## src/rmq_pkg.sv

```systemverilog
// Shared types and constants for the rotation-matrix-to-quaternion block.
`default_nettype none
package rmq_pkg;

  localparam int IN_W      = 16;  // matrix element width
  localparam int DIAG_W    = 18;  // sum of three elements
  localparam int OUT_W     = 16;  // qx, qy, qz width
  localparam int QW_W      = 15;  // qw width
  localparam int NUM_LANES = 4;

  // Lane order through the square-root pipeline
  localparam int LANE_W = 0;
  localparam int LANE_X = 1;
  localparam int LANE_Y = 2;
  localparam int LANE_Z = 3;

  // Sign of the skew differences; set means the component is negated
  typedef struct packed {
    logic x_neg;
    logic y_neg;
    logic z_neg;
  } sign_t;

endpackage
`default_nettype wire

```

## src/rotation_matrix_to_quaternion_top.sv

```systemverilog
// Pipeline: three front stages, one stage per root bit of the square root with
// ROOT_W = (RAD_W + FRAC_BITS + 1) / 2, and one output stage.
// Throughput: one request per cycle; the four square roots run as parallel pipelines.
// busy is high only during reset and the cycle after; the receiver cannot stall,
// so out_valid pulses once per request. Synchronous active-low reset clears valid bits.
`default_nettype none
module rotation_matrix_to_quaternion_top #(
  parameter int FRAC_BITS = 14
) (
  input  logic               clk,
  input  logic               rst_n,
  input  logic               start,
  output logic               busy,
  input  logic signed [15:0] in_r00,
  input  logic signed [15:0] in_r01,
  input  logic signed [15:0] in_r02,
  input  logic signed [15:0] in_r10,
  input  logic signed [15:0] in_r11,
  input  logic signed [15:0] in_r12,
  input  logic signed [15:0] in_r20,
  input  logic signed [15:0] in_r21,
  input  logic signed [15:0] in_r22,
  output logic               out_valid,
  output logic signed [15:0] out_qx,
  output logic signed [15:0] out_qy,
  output logic signed [15:0] out_qz,
  output logic [14:0]        out_qw
);
  import rmq_pkg::*;

  // Clamped radicand 1 + diagonal sum: diagonal sums reach about +/-2^16.6,
  // so it needs the wider of FRAC_BITS+1 and 18 bits.
  localparam int RAD_W  = ((FRAC_BITS > 17) ? FRAC_BITS : 17) + 1;
  // Square root of radicand << FRAC_BITS, one result bit per stage
  localparam int NW     = RAD_W + FRAC_BITS;
  localparam int ROOT_W = (NW + 1) / 2;
  localparam int LAT    = ROOT_W + 4;

  logic busy_r;
  logic accept;

  logic              f_valid;
  logic [RAD_W-1:0]  f_rad [NUM_LANES];
  sign_t             f_neg;
  logic              s_valid;
  logic [ROOT_W-1:0] s_root [NUM_LANES];
  sign_t             s_neg;

  // busy holds during reset and releases in the cycle after it
  always_ff @(posedge clk) begin
    if (!rst_n) busy_r <= 1'b1;
    else        busy_r <= 1'b0;
  end

  assign busy   = busy_r;
  assign accept = start && !busy_r;

  // Front: capture, sums of the four trace sign patterns, skew signs, clamp
  rmq_front #(
    .FRAC_BITS (FRAC_BITS),
    .RAD_W     (RAD_W)
  ) u_front (
    .clk     (clk),
    .rst_n   (rst_n),
    .valid_i (accept),
    .r00_i   (in_r00),
    .r01_i   (in_r01),
    .r02_i   (in_r02),
    .r10_i   (in_r10),
    .r11_i   (in_r11),
    .r12_i   (in_r12),
    .r20_i   (in_r20),
    .r21_i   (in_r21),
    .r22_i   (in_r22),
    .valid_o (f_valid),
    .rad_o   (f_rad),
    .neg_o   (f_neg)
  );

  // Four floor square roots in lockstep
  rmq_sqrt_pipe #(
    .RAD_W  (RAD_W),
    .SHIFT  (FRAC_BITS),
    .ROOT_W (ROOT_W)
  ) u_sqrt (
    .clk     (clk),
    .rst_n   (rst_n),
    .valid_i (f_valid),
    .rad_i   (f_rad),
    .neg_i   (f_neg),
    .valid_o (s_valid),
    .root_o  (s_root),
    .neg_o   (s_neg)
  );

  // Halve, saturate to one, apply signs; output register
  rmq_back #(
    .FRAC_BITS (FRAC_BITS),
    .ROOT_W    (ROOT_W)
  ) u_back (
    .clk     (clk),
    .rst_n   (rst_n),
    .valid_i (s_valid),
    .root_i  (s_root),
    .neg_i   (s_neg),
    .valid_o (out_valid),
    .qx_o    (out_qx),
    .qy_o    (out_qy),
    .qz_o    (out_qz),
    .qw_o    (out_qw)
  );

`ifndef NO_ASSERTIONS
  // Every accepted request yields a result strobe at the end of the pipeline
  a_latency: assert property (@(posedge clk) disable iff (!rst_n)
    $past(accept, LAT) |-> out_valid)
    else $error("no result strobe LAT cycles after a request");

  // Every result strobe answers an accepted request at the head of the pipeline
  a_no_stray: assert property (@(posedge clk) disable iff (!rst_n)
    out_valid |-> $past(accept, LAT))
    else $error("result strobe without a request LAT cycles earlier");

  // No result right after reset
  a_reset_flush: assert property (@(posedge clk)
    !$past(rst_n) |-> !out_valid)
    else $error("result strobe right after reset");

  // Block is not busy once reset release has been registered
  a_ready: assert property (@(posedge clk)
    rst_n && $past(rst_n) |-> !busy)
    else $error("busy outside reset");
`endif

endmodule
`default_nettype wire

```

## src/rmq_front.sv

```systemverilog
// Front end: input capture, diagonal sums, skew signs and clamped radicands.
`default_nettype none
module rmq_front #(
  parameter int FRAC_BITS = 14,
  parameter int RAD_W     = 18
) (
  input  logic                       clk,
  input  logic                       rst_n,
  input  logic                       valid_i,
  input  logic signed [15:0]         r00_i,
  input  logic signed [15:0]         r01_i,
  input  logic signed [15:0]         r02_i,
  input  logic signed [15:0]         r10_i,
  input  logic signed [15:0]         r11_i,
  input  logic signed [15:0]         r12_i,
  input  logic signed [15:0]         r20_i,
  input  logic signed [15:0]         r21_i,
  input  logic signed [15:0]         r22_i,
  output logic                       valid_o,
  output logic [RAD_W-1:0]           rad_o [rmq_pkg::NUM_LANES],
  output rmq_pkg::sign_t             neg_o
);
  import rmq_pkg::*;

  localparam int SW = RAD_W + 1;
  localparam logic signed [SW-1:0] ONE_S = SW'(1) <<< FRAC_BITS;

  // stage 1: capture
  logic                     v1_r;
  logic signed [IN_W-1:0]   a00_r, a01_r, a02_r, a10_r, a11_r, a12_r, a20_r, a21_r, a22_r;
  // stage 2: sums and signs
  logic                     v2_r;
  logic signed [DIAG_W-1:0] d_r [NUM_LANES];
  logic signed [DIAG_W-1:0] d_nxt [NUM_LANES];
  sign_t                    neg_r, neg_nxt;
  // stage 3: radicands
  logic                     v3_r;
  logic [RAD_W-1:0]         rad_r [NUM_LANES];
  logic [RAD_W-1:0]         rad_nxt [NUM_LANES];

  logic signed [DIAG_W-1:0] e00, e11, e22;
  logic signed [IN_W:0]     dx, dy, dz;

  always_comb begin
    e00 = DIAG_W'(a00_r);
    e11 = DIAG_W'(a11_r);
    e22 = DIAG_W'(a22_r);
    d_nxt[LANE_W] =  e00 + e11 + e22;
    d_nxt[LANE_X] =  e00 - e11 - e22;
    d_nxt[LANE_Y] = -e00 + e11 - e22;
    d_nxt[LANE_Z] = -e00 - e11 + e22;
    dx = (IN_W+1)'(a21_r) - (IN_W+1)'(a12_r);
    dy = (IN_W+1)'(a02_r) - (IN_W+1)'(a20_r);
    dz = (IN_W+1)'(a10_r) - (IN_W+1)'(a01_r);
    neg_nxt.x_neg = dx[IN_W];
    neg_nxt.y_neg = dy[IN_W];
    neg_nxt.z_neg = dz[IN_W];
  end

  // clamp negative radicands to zero
  always_comb begin
    logic signed [SW-1:0] s;
    for (int l = 0; l < NUM_LANES; l++) begin
      s = ONE_S + SW'(d_r[l]);
      rad_nxt[l] = s[SW-1] ? '0 : s[RAD_W-1:0];
    end
  end

  always_ff @(posedge clk) begin
    if (!rst_n) begin
      v1_r <= 1'b0;
      v2_r <= 1'b0;
      v3_r <= 1'b0;
    end else begin
      v1_r <= valid_i;
      v2_r <= v1_r;
      v3_r <= v2_r;
    end
  end

  always_ff @(posedge clk) begin
    a00_r <= r00_i;
    a01_r <= r01_i;
    a02_r <= r02_i;
    a10_r <= r10_i;
    a11_r <= r11_i;
    a12_r <= r12_i;
    a20_r <= r20_i;
    a21_r <= r21_i;
    a22_r <= r22_i;
    neg_r <= neg_nxt;
    neg_o <= neg_r;
    for (int l = 0; l < NUM_LANES; l++) begin
      d_r[l]   <= d_nxt[l];
      rad_r[l] <= rad_nxt[l];
    end
  end

  assign valid_o = v3_r;
  assign rad_o   = rad_r;

endmodule
`default_nettype wire

```

## src/rmq_sqrt_pipe.sv

```systemverilog
// Four-lane pipelined integer square root, one root bit per stage.
`default_nettype none
module rmq_sqrt_pipe #(
  parameter int RAD_W  = 18,
  parameter int SHIFT  = 14,
  parameter int ROOT_W = 16
) (
  input  logic               clk,
  input  logic               rst_n,
  input  logic               valid_i,
  input  logic [RAD_W-1:0]   rad_i [rmq_pkg::NUM_LANES],
  input  rmq_pkg::sign_t     neg_i,
  output logic               valid_o,
  output logic [ROOT_W-1:0]  root_o [rmq_pkg::NUM_LANES],
  output rmq_pkg::sign_t     neg_o
);
  import rmq_pkg::*;

  localparam int NPW   = 2 * ROOT_W;
  localparam int REM_W = ROOT_W + 3;

  logic [NPW-1:0]    n_r   [ROOT_W][NUM_LANES];
  logic [NPW-1:0]    n_nxt [ROOT_W][NUM_LANES];
  logic [REM_W-1:0]  rem_r   [ROOT_W][NUM_LANES];
  logic [REM_W-1:0]  rem_nxt [ROOT_W][NUM_LANES];
  logic [ROOT_W-1:0] q_r   [ROOT_W][NUM_LANES];
  logic [ROOT_W-1:0] q_nxt [ROOT_W][NUM_LANES];
  logic              v_r   [ROOT_W];
  sign_t             neg_r [ROOT_W];

  genvar k, l;
  for (k = 0; k < ROOT_W; k++) begin : g_stage
    for (l = 0; l < NUM_LANES; l++) begin : g_lane
      logic [NPW-1:0]    n_in;
      logic [ROOT_W-1:0] q_in;
      logic [REM_W-1:0]  rem_in, rem_sh, trial;
      if (k == 0) begin : g_first
        assign n_in   = NPW'({rad_i[l], {SHIFT{1'b0}}});
        assign q_in   = '0;
        assign rem_in = '0;
      end else begin : g_next
        assign n_in   = n_r[k-1][l];
        assign q_in   = q_r[k-1][l];
        assign rem_in = rem_r[k-1][l];
      end
      assign rem_sh = {rem_in[REM_W-3:0], n_in[NPW-1 -: 2]};
      assign trial  = REM_W'({q_in, 2'b01});
      assign n_nxt[k][l] = n_in << 2;
      assign rem_nxt[k][l] = (rem_sh >= trial) ? rem_sh - trial : rem_sh;
      assign q_nxt[k][l]   = {q_in[ROOT_W-2:0], (rem_sh >= trial)};
    end
  end

  always_ff @(posedge clk) begin
    if (!rst_n) begin
      for (int i = 0; i < ROOT_W; i++) v_r[i] <= 1'b0;
    end else begin
      v_r[0] <= valid_i;
      for (int i = 1; i < ROOT_W; i++) v_r[i] <= v_r[i-1];
    end
  end

  always_ff @(posedge clk) begin
    neg_r[0] <= neg_i;
    for (int i = 1; i < ROOT_W; i++) neg_r[i] <= neg_r[i-1];
    for (int i = 0; i < ROOT_W; i++) begin
      for (int j = 0; j < NUM_LANES; j++) begin
        n_r[i][j]   <= n_nxt[i][j];
        rem_r[i][j] <= rem_nxt[i][j];
        q_r[i][j]   <= q_nxt[i][j];
      end
    end
  end

  assign valid_o = v_r[ROOT_W-1];
  assign root_o  = q_r[ROOT_W-1];
  assign neg_o   = neg_r[ROOT_W-1];

endmodule
`default_nettype wire

```

## src/rmq_back.sv

```systemverilog
// Back end: halve, saturate, apply signs and register the result.
`default_nettype none
module rmq_back #(
  parameter int FRAC_BITS = 14,
  parameter int ROOT_W    = 16
) (
  input  logic                clk,
  input  logic                rst_n,
  input  logic                valid_i,
  input  logic [ROOT_W-1:0]   root_i [rmq_pkg::NUM_LANES],
  input  rmq_pkg::sign_t      neg_i,
  output logic                valid_o,
  output logic signed [15:0]  qx_o,
  output logic signed [15:0]  qy_o,
  output logic signed [15:0]  qz_o,
  output logic [14:0]         qw_o
);
  import rmq_pkg::*;

  localparam int CW0 = (ROOT_W > FRAC_BITS + 2) ? ROOT_W : FRAC_BITS + 2;
  localparam int CW  = (CW0 > OUT_W) ? CW0 : OUT_W;
  localparam logic [CW-1:0] ONE_C = CW'(1) << FRAC_BITS;

  logic [CW-1:0]    sat [NUM_LANES];
  logic [OUT_W-1:0] mx, my, mz;
  logic             v_r;
  logic [OUT_W-1:0] qx_r, qy_r, qz_r;
  logic [QW_W-1:0]  qw_r;

  always_comb begin
    logic [CW-1:0] m;
    for (int l = 0; l < NUM_LANES; l++) begin
      m = CW'(root_i[l] >> 1);
      sat[l] = (m > ONE_C) ? ONE_C : m;
    end
    mx = sat[LANE_X][OUT_W-1:0];
    my = sat[LANE_Y][OUT_W-1:0];
    mz = sat[LANE_Z][OUT_W-1:0];
  end

  always_ff @(posedge clk) begin
    if (!rst_n) v_r <= 1'b0;
    else        v_r <= valid_i;
  end

  always_ff @(posedge clk) begin
    qx_r <= neg_i.x_neg ? -mx : mx;
    qy_r <= neg_i.y_neg ? -my : my;
    qz_r <= neg_i.z_neg ? -mz : mz;
    qw_r <= sat[LANE_W][QW_W-1:0];
  end

  assign valid_o = v_r;
  assign qx_o    = qx_r;
  assign qy_o    = qy_r;
  assign qz_o    = qz_r;
  assign qw_o    = qw_r;

endmodule
`default_nettype wire
```

## config.mk

```make
export PLATFORM = sky130hd
export DESIGN_NAME = rotation_matrix_to_quaternion_top
export DESIGN_NICKNAME = d
export VERILOG_FILES = /design/src/rmq_pkg.sv /design/src/rotation_matrix_to_quaternion_top.sv /design/src/rmq_front.sv /design/src/rmq_sqrt_pipe.sv /design/src/rmq_back.sv
export SDC_FILE = /design/constraint.sdc
export NUM_CORES = 2
export LEC_CHECK = 0
export BUFFER_PORTS_ARGS = -buffer_cell sky130_fd_sc_hd__buf_2
export CAP_MARGIN = 10
export CORE_MARGIN = 1.5
export CORE_UTILIZATION = 60
export CTS_CLUSTER_DIAMETER = 80
export DETAILED_ROUTE_END_ITERATION = 10
export PLACE_DENSITY = 0.85
export SYNTH_ARGS = -nofsm -noshare
export SYNTH_HDL_FRONTEND = slang
export SYNTH_MEMORY_MAX_BITS = 65536
export SYNTH_SLANG_ARGS = --single-unit
```

## constraint.sdc

```tcl
create_clock -name clk -period 5.8 [get_ports clk]
set_clock_uncertainty 0.05 [all_clocks]
set_input_delay 1.16 -clock clk [delete_from_list [all_inputs] [get_ports clk]]
set_output_delay 1.16 -clock clk [all_outputs]
set_load 0.1 [all_outputs]
```

==> flow_metrics.tcl <==
set metrics [dict create \
    wl_met2_microns 73900 \
    clkSlewWorstSetupHoldPaths_ns 0.07 \
    pwr-share-clk_pct 24.7 \
    gr-usage-all-layers_pct 20.9 \
    vdd_drop_max_v 0.000333 \
    wl_per_cell_microns 14.3 \
    coreArea_sq_mm 0.135 \
    postCtsSetupRepairBufs 0 \
    synth-seq-cells 2112 \
    fillers 9673 \
    syn_area_per_cell_sq_um 10.4 \
    drc 0 \
    die_h_microns 373 \
    path_depth 13 \
    maxCapViolCount 0 \
    synthFlopType "dfxtp_1" \
    yosysTopAreaCellShare_pct 51.6 \
    path_cells "or4_1 -> or3_1 -> or4_1 -> nor2_1 -> xnor2_1 -> fa_1 -> ha_1 -> a21o_1 -> a21oi_1 -> nand2_1 -> o211ai_1 -> or4b_2 -> o311ai_0" \
    synth_top_area_cell "dfxtp_1" \
    pwr-share-comb_pct 32.4 \
    wl_met3_microns 5780 \
    dieArea_sq_mm 0.139 \
    required_ns 6.44 \
    p_int_w 0.0352 \
    first_pass_iters 5 \
    cp.arrival_ns 5.53 \
    cts_resized 0 \
    die_w_microns 373 \
    vias 54300 \
    fin_nets 9106 \
    worst-path-max-fanout 5 \
    synthArstFlopShare_pct 0 \
    grt_pass1_vias 54800 \
    root_buffer "clkbuf_16" \
    seq_area_frac_synth_pct 51.6 \
    gp_congestion 0.903 \
    p_leak_nw 42.7 \
    final_antenna_net_count 0 \
    whs_ns 0.263 \
    slew_violations 0 \
    wl_microns 146000 \
    synth_area_leaders "dfxtp_1, ha_1, xnor2_1" \
    antenna_found_initial 2 \
    path_buf_inv 0 \
    drive_gt1_share_pct 9.56 \
    synth_edf_count 0 \
    r2r_cells 13 \
    initial_utilization_pct 60.5 \
    startpoint_type "register" \
    clk_latency_ns 0.81 \
    whs_path_depth 0 \
    synth-warning-count 0 \
    cts_tree "built" \
    fmaxAchievable_mhz 205 \
    criticalPathCategory "reg2reg" \
    fin_crit_sh_pct 84.2 \
    cpLargestDelayFamily "simple AND/OR/NAND/NOR gates" \
    syn_area_sq_mm 0.0819 \
    routed.top_layer "met4" \
    hold_class "reg2reg" \
    crit_path_max_incr_delay_ns 0.60 \
    setup_tns_ns 0 \
    status "finished, final reports clean" \
    htree_levels 4 \
    p_seq_share_pct 42.9 \
    cts_buffers 198 \
    synth_cells 7917 \
    num_io_pins 212 \
    p_per_area_mw_per_mm2 582 \
    period_needed_ns 4.88 \
    cts_buffer_depth 3 \
    ys_types 80 \
    m1WireLength_microns 62200 \
    grt_setup_unrepaired "no" \
    hold_violations 0 \
    critical_path.slowest_cell "or4_1" \
    p_switching_w 0.0183 \
    drt_iter0_markers 2962 \
    setup_viol 0 \
    dp_hpwl_microns 104000 \
    row_count 135 \
    grt_max_degree 27 \
    routed_via_density 5.32 \
    maxSlewHeadroom_pct 25.0 \
    grt_pass1_wl_microns 247000 \
    overflow 0 \
    hold_buffers 0 \
    critPathCaptureType "register" \
    syn_to_final_growth_pct 12.2 \
    antenna_cells 0 \
    crit_top_cell "or4_1" \
    cts.sinks 2112 \
    swShare_pct 34.2 \
    worstMarginPinSlew_ns 1.12 \
    io_buffer_count 211 \
]
-- worst reg2reg max path, delay by kind of cell (launching register included) --
| family | cells | cell delay, ns |
|---|---|---|
| simple gates | 6 | 2.42 |
| fa+ha+maj | 2 | 0.88 |
| compound gates | 4 | 0.86 |
| flops | 1 | 0.37 |
| xor+xnor | 1 | 0.19 |
-- metrics by stage --
step	std cells	power, W	area (sq um)	utilization (%)	worst slack (ns)
final	10200	0.0535	91900	67.8	0.918
after global routing	10200	0.0569	91900	67.8	0.655
after CTS	10200	0.0537	91900	67.8	0.940
after detailed placement	9832	0.0400	85000	62.8	0.959
after global placement	9832	0.0391	85000	62.8	0.939
after floorplan	7920	0.0362	82000	-	1.40
-- state kept, by name, indices dropped and copies added (netlist names), 48 cells and up --
| name | flops |
|---|---|
| u_sqrt.rem_r | 860 |
| u_sqrt.q_r | 540 |
| u_front.rad_o | 72 |
| u_sqrt.n_r | 288 |
| u_sqrt.neg_r | 48 |
| u_front.d_r | 70 |
-- final timing paths --
check                                         from                  to  slack [ns]
worst max-delay path              u_front.a00_r[4]  u_front.d_r[3][15]        0.92
worst min-delay path            u_sqrt.neg_r[1][2]  u_sqrt.neg_r[1][5]        0.26
worst max register to register    u_front.a00_r[4]  u_front.d_r[3][15]        0.92
worst min register to register  u_sqrt.neg_r[1][2]  u_sqrt.neg_r[1][5]        0.26
-- Yosys cell counts (21+ instances only) --
master,instances
a211oi_1,50
nand3_1,118
nor3_1,234
o21a_1,142
xnor2_1,349
a21o_1,131
clkbuf_1,86
and3_1,24
a31oi_1,27
or4_1,46
mux2_2,172
mux2i_1,24
a2111oi_0,21
nand2b_1,90
o31ai_1,49
nand3b_1,29
nor4_1,112
a21boi_0,25
nor2b_1,163
fa_1,87
nand4_1,42
dfxtp_1,2112
nor2_1,533
o21ai_0,341
a21oi_1,384
nand2_1,380
ha_1,621
or3_1,87
inv_1,732
o21bai_1,46
or2_2,35
xor2_1,304
and2_1,54
-- power groups by stage --
stage / Sequential, W / Combinational, W / Clock, W
global placement: 0.0229 / 0.0162 / 0
CTS: 0.0229 / 0.0172 / 0.0135
finish: 0.0229 / 0.0173 / 0.0132
detailed placement: 0.0231 / 0.0169 / 0
global route: 0.0235 / 0.0193 / 0.0141
floorplan: 0.0237 / 0.0125 / 0
-- cells by family after synthesis --
kind of cell | share of synthesized area [%]
fa+ha+maj | 11.6
xor+xnor | 6.98
mux | 2.66
other cells | 0.00458
flops | 51.6
simple gates | 12.4
buf+inv | 3.80
compound gates | 11.0
-- layout make-up --
type                       instances  area (sq um)  area share (%)
sequential                      2112         42300            46.0
multi-input combinational       4980         36600            39.8
clock buffer                     267          5630            6.12
inverter                         734          2760            3.00
tap                             1781          2230            2.42
clock inverter                    99          1270            1.38
timing repair buffer             225          1160            1.26
-- metal layers --
metal | GRT usage (%) | vias to the layer above
met5 | 0 | -
li1 | - | 27700
met3 | 3.33 | 313
met2 | 38.8 | 1126
met4 | 6.99 | 0
met1 | 24.1 | 25200
-- placed cells by master (no fill, tap or decap), types with 21 or more instances in the layout --
cell / count
mux2_2: 172
nor2b_1: 163
nor3_1: 234
a211oi_1: 50
clkbuf_16: 200
a21oi_1: 384
nor4_1: 111
ha_1: 621
clkinv_2: 34
o21bai_1: 46
or3_1: 87
nand3_1: 118
bufinv_16: 21
dfxtp_1: 2112
or2_2: 35
nand4_1: 42
nand3b_1: 29
buf_2: 211
o31ai_1: 49
o21ai_0: 341
inv_1: 732
a31oi_1: 27
nand2_1: 380
nand2b_1: 90
a21o_1: 131
o21a_1: 142
nor2_1: 533
mux2i_1: 24
xor2_1: 304
and2_1: 54
clkbuf_8: 37
and3_1: 24
xnor2_1: 349
fa_1: 87
a21boi_0: 23
or4_1: 46
clkbuf_1: 30
No activity file was read; power rests on OpenSTA's default activity.
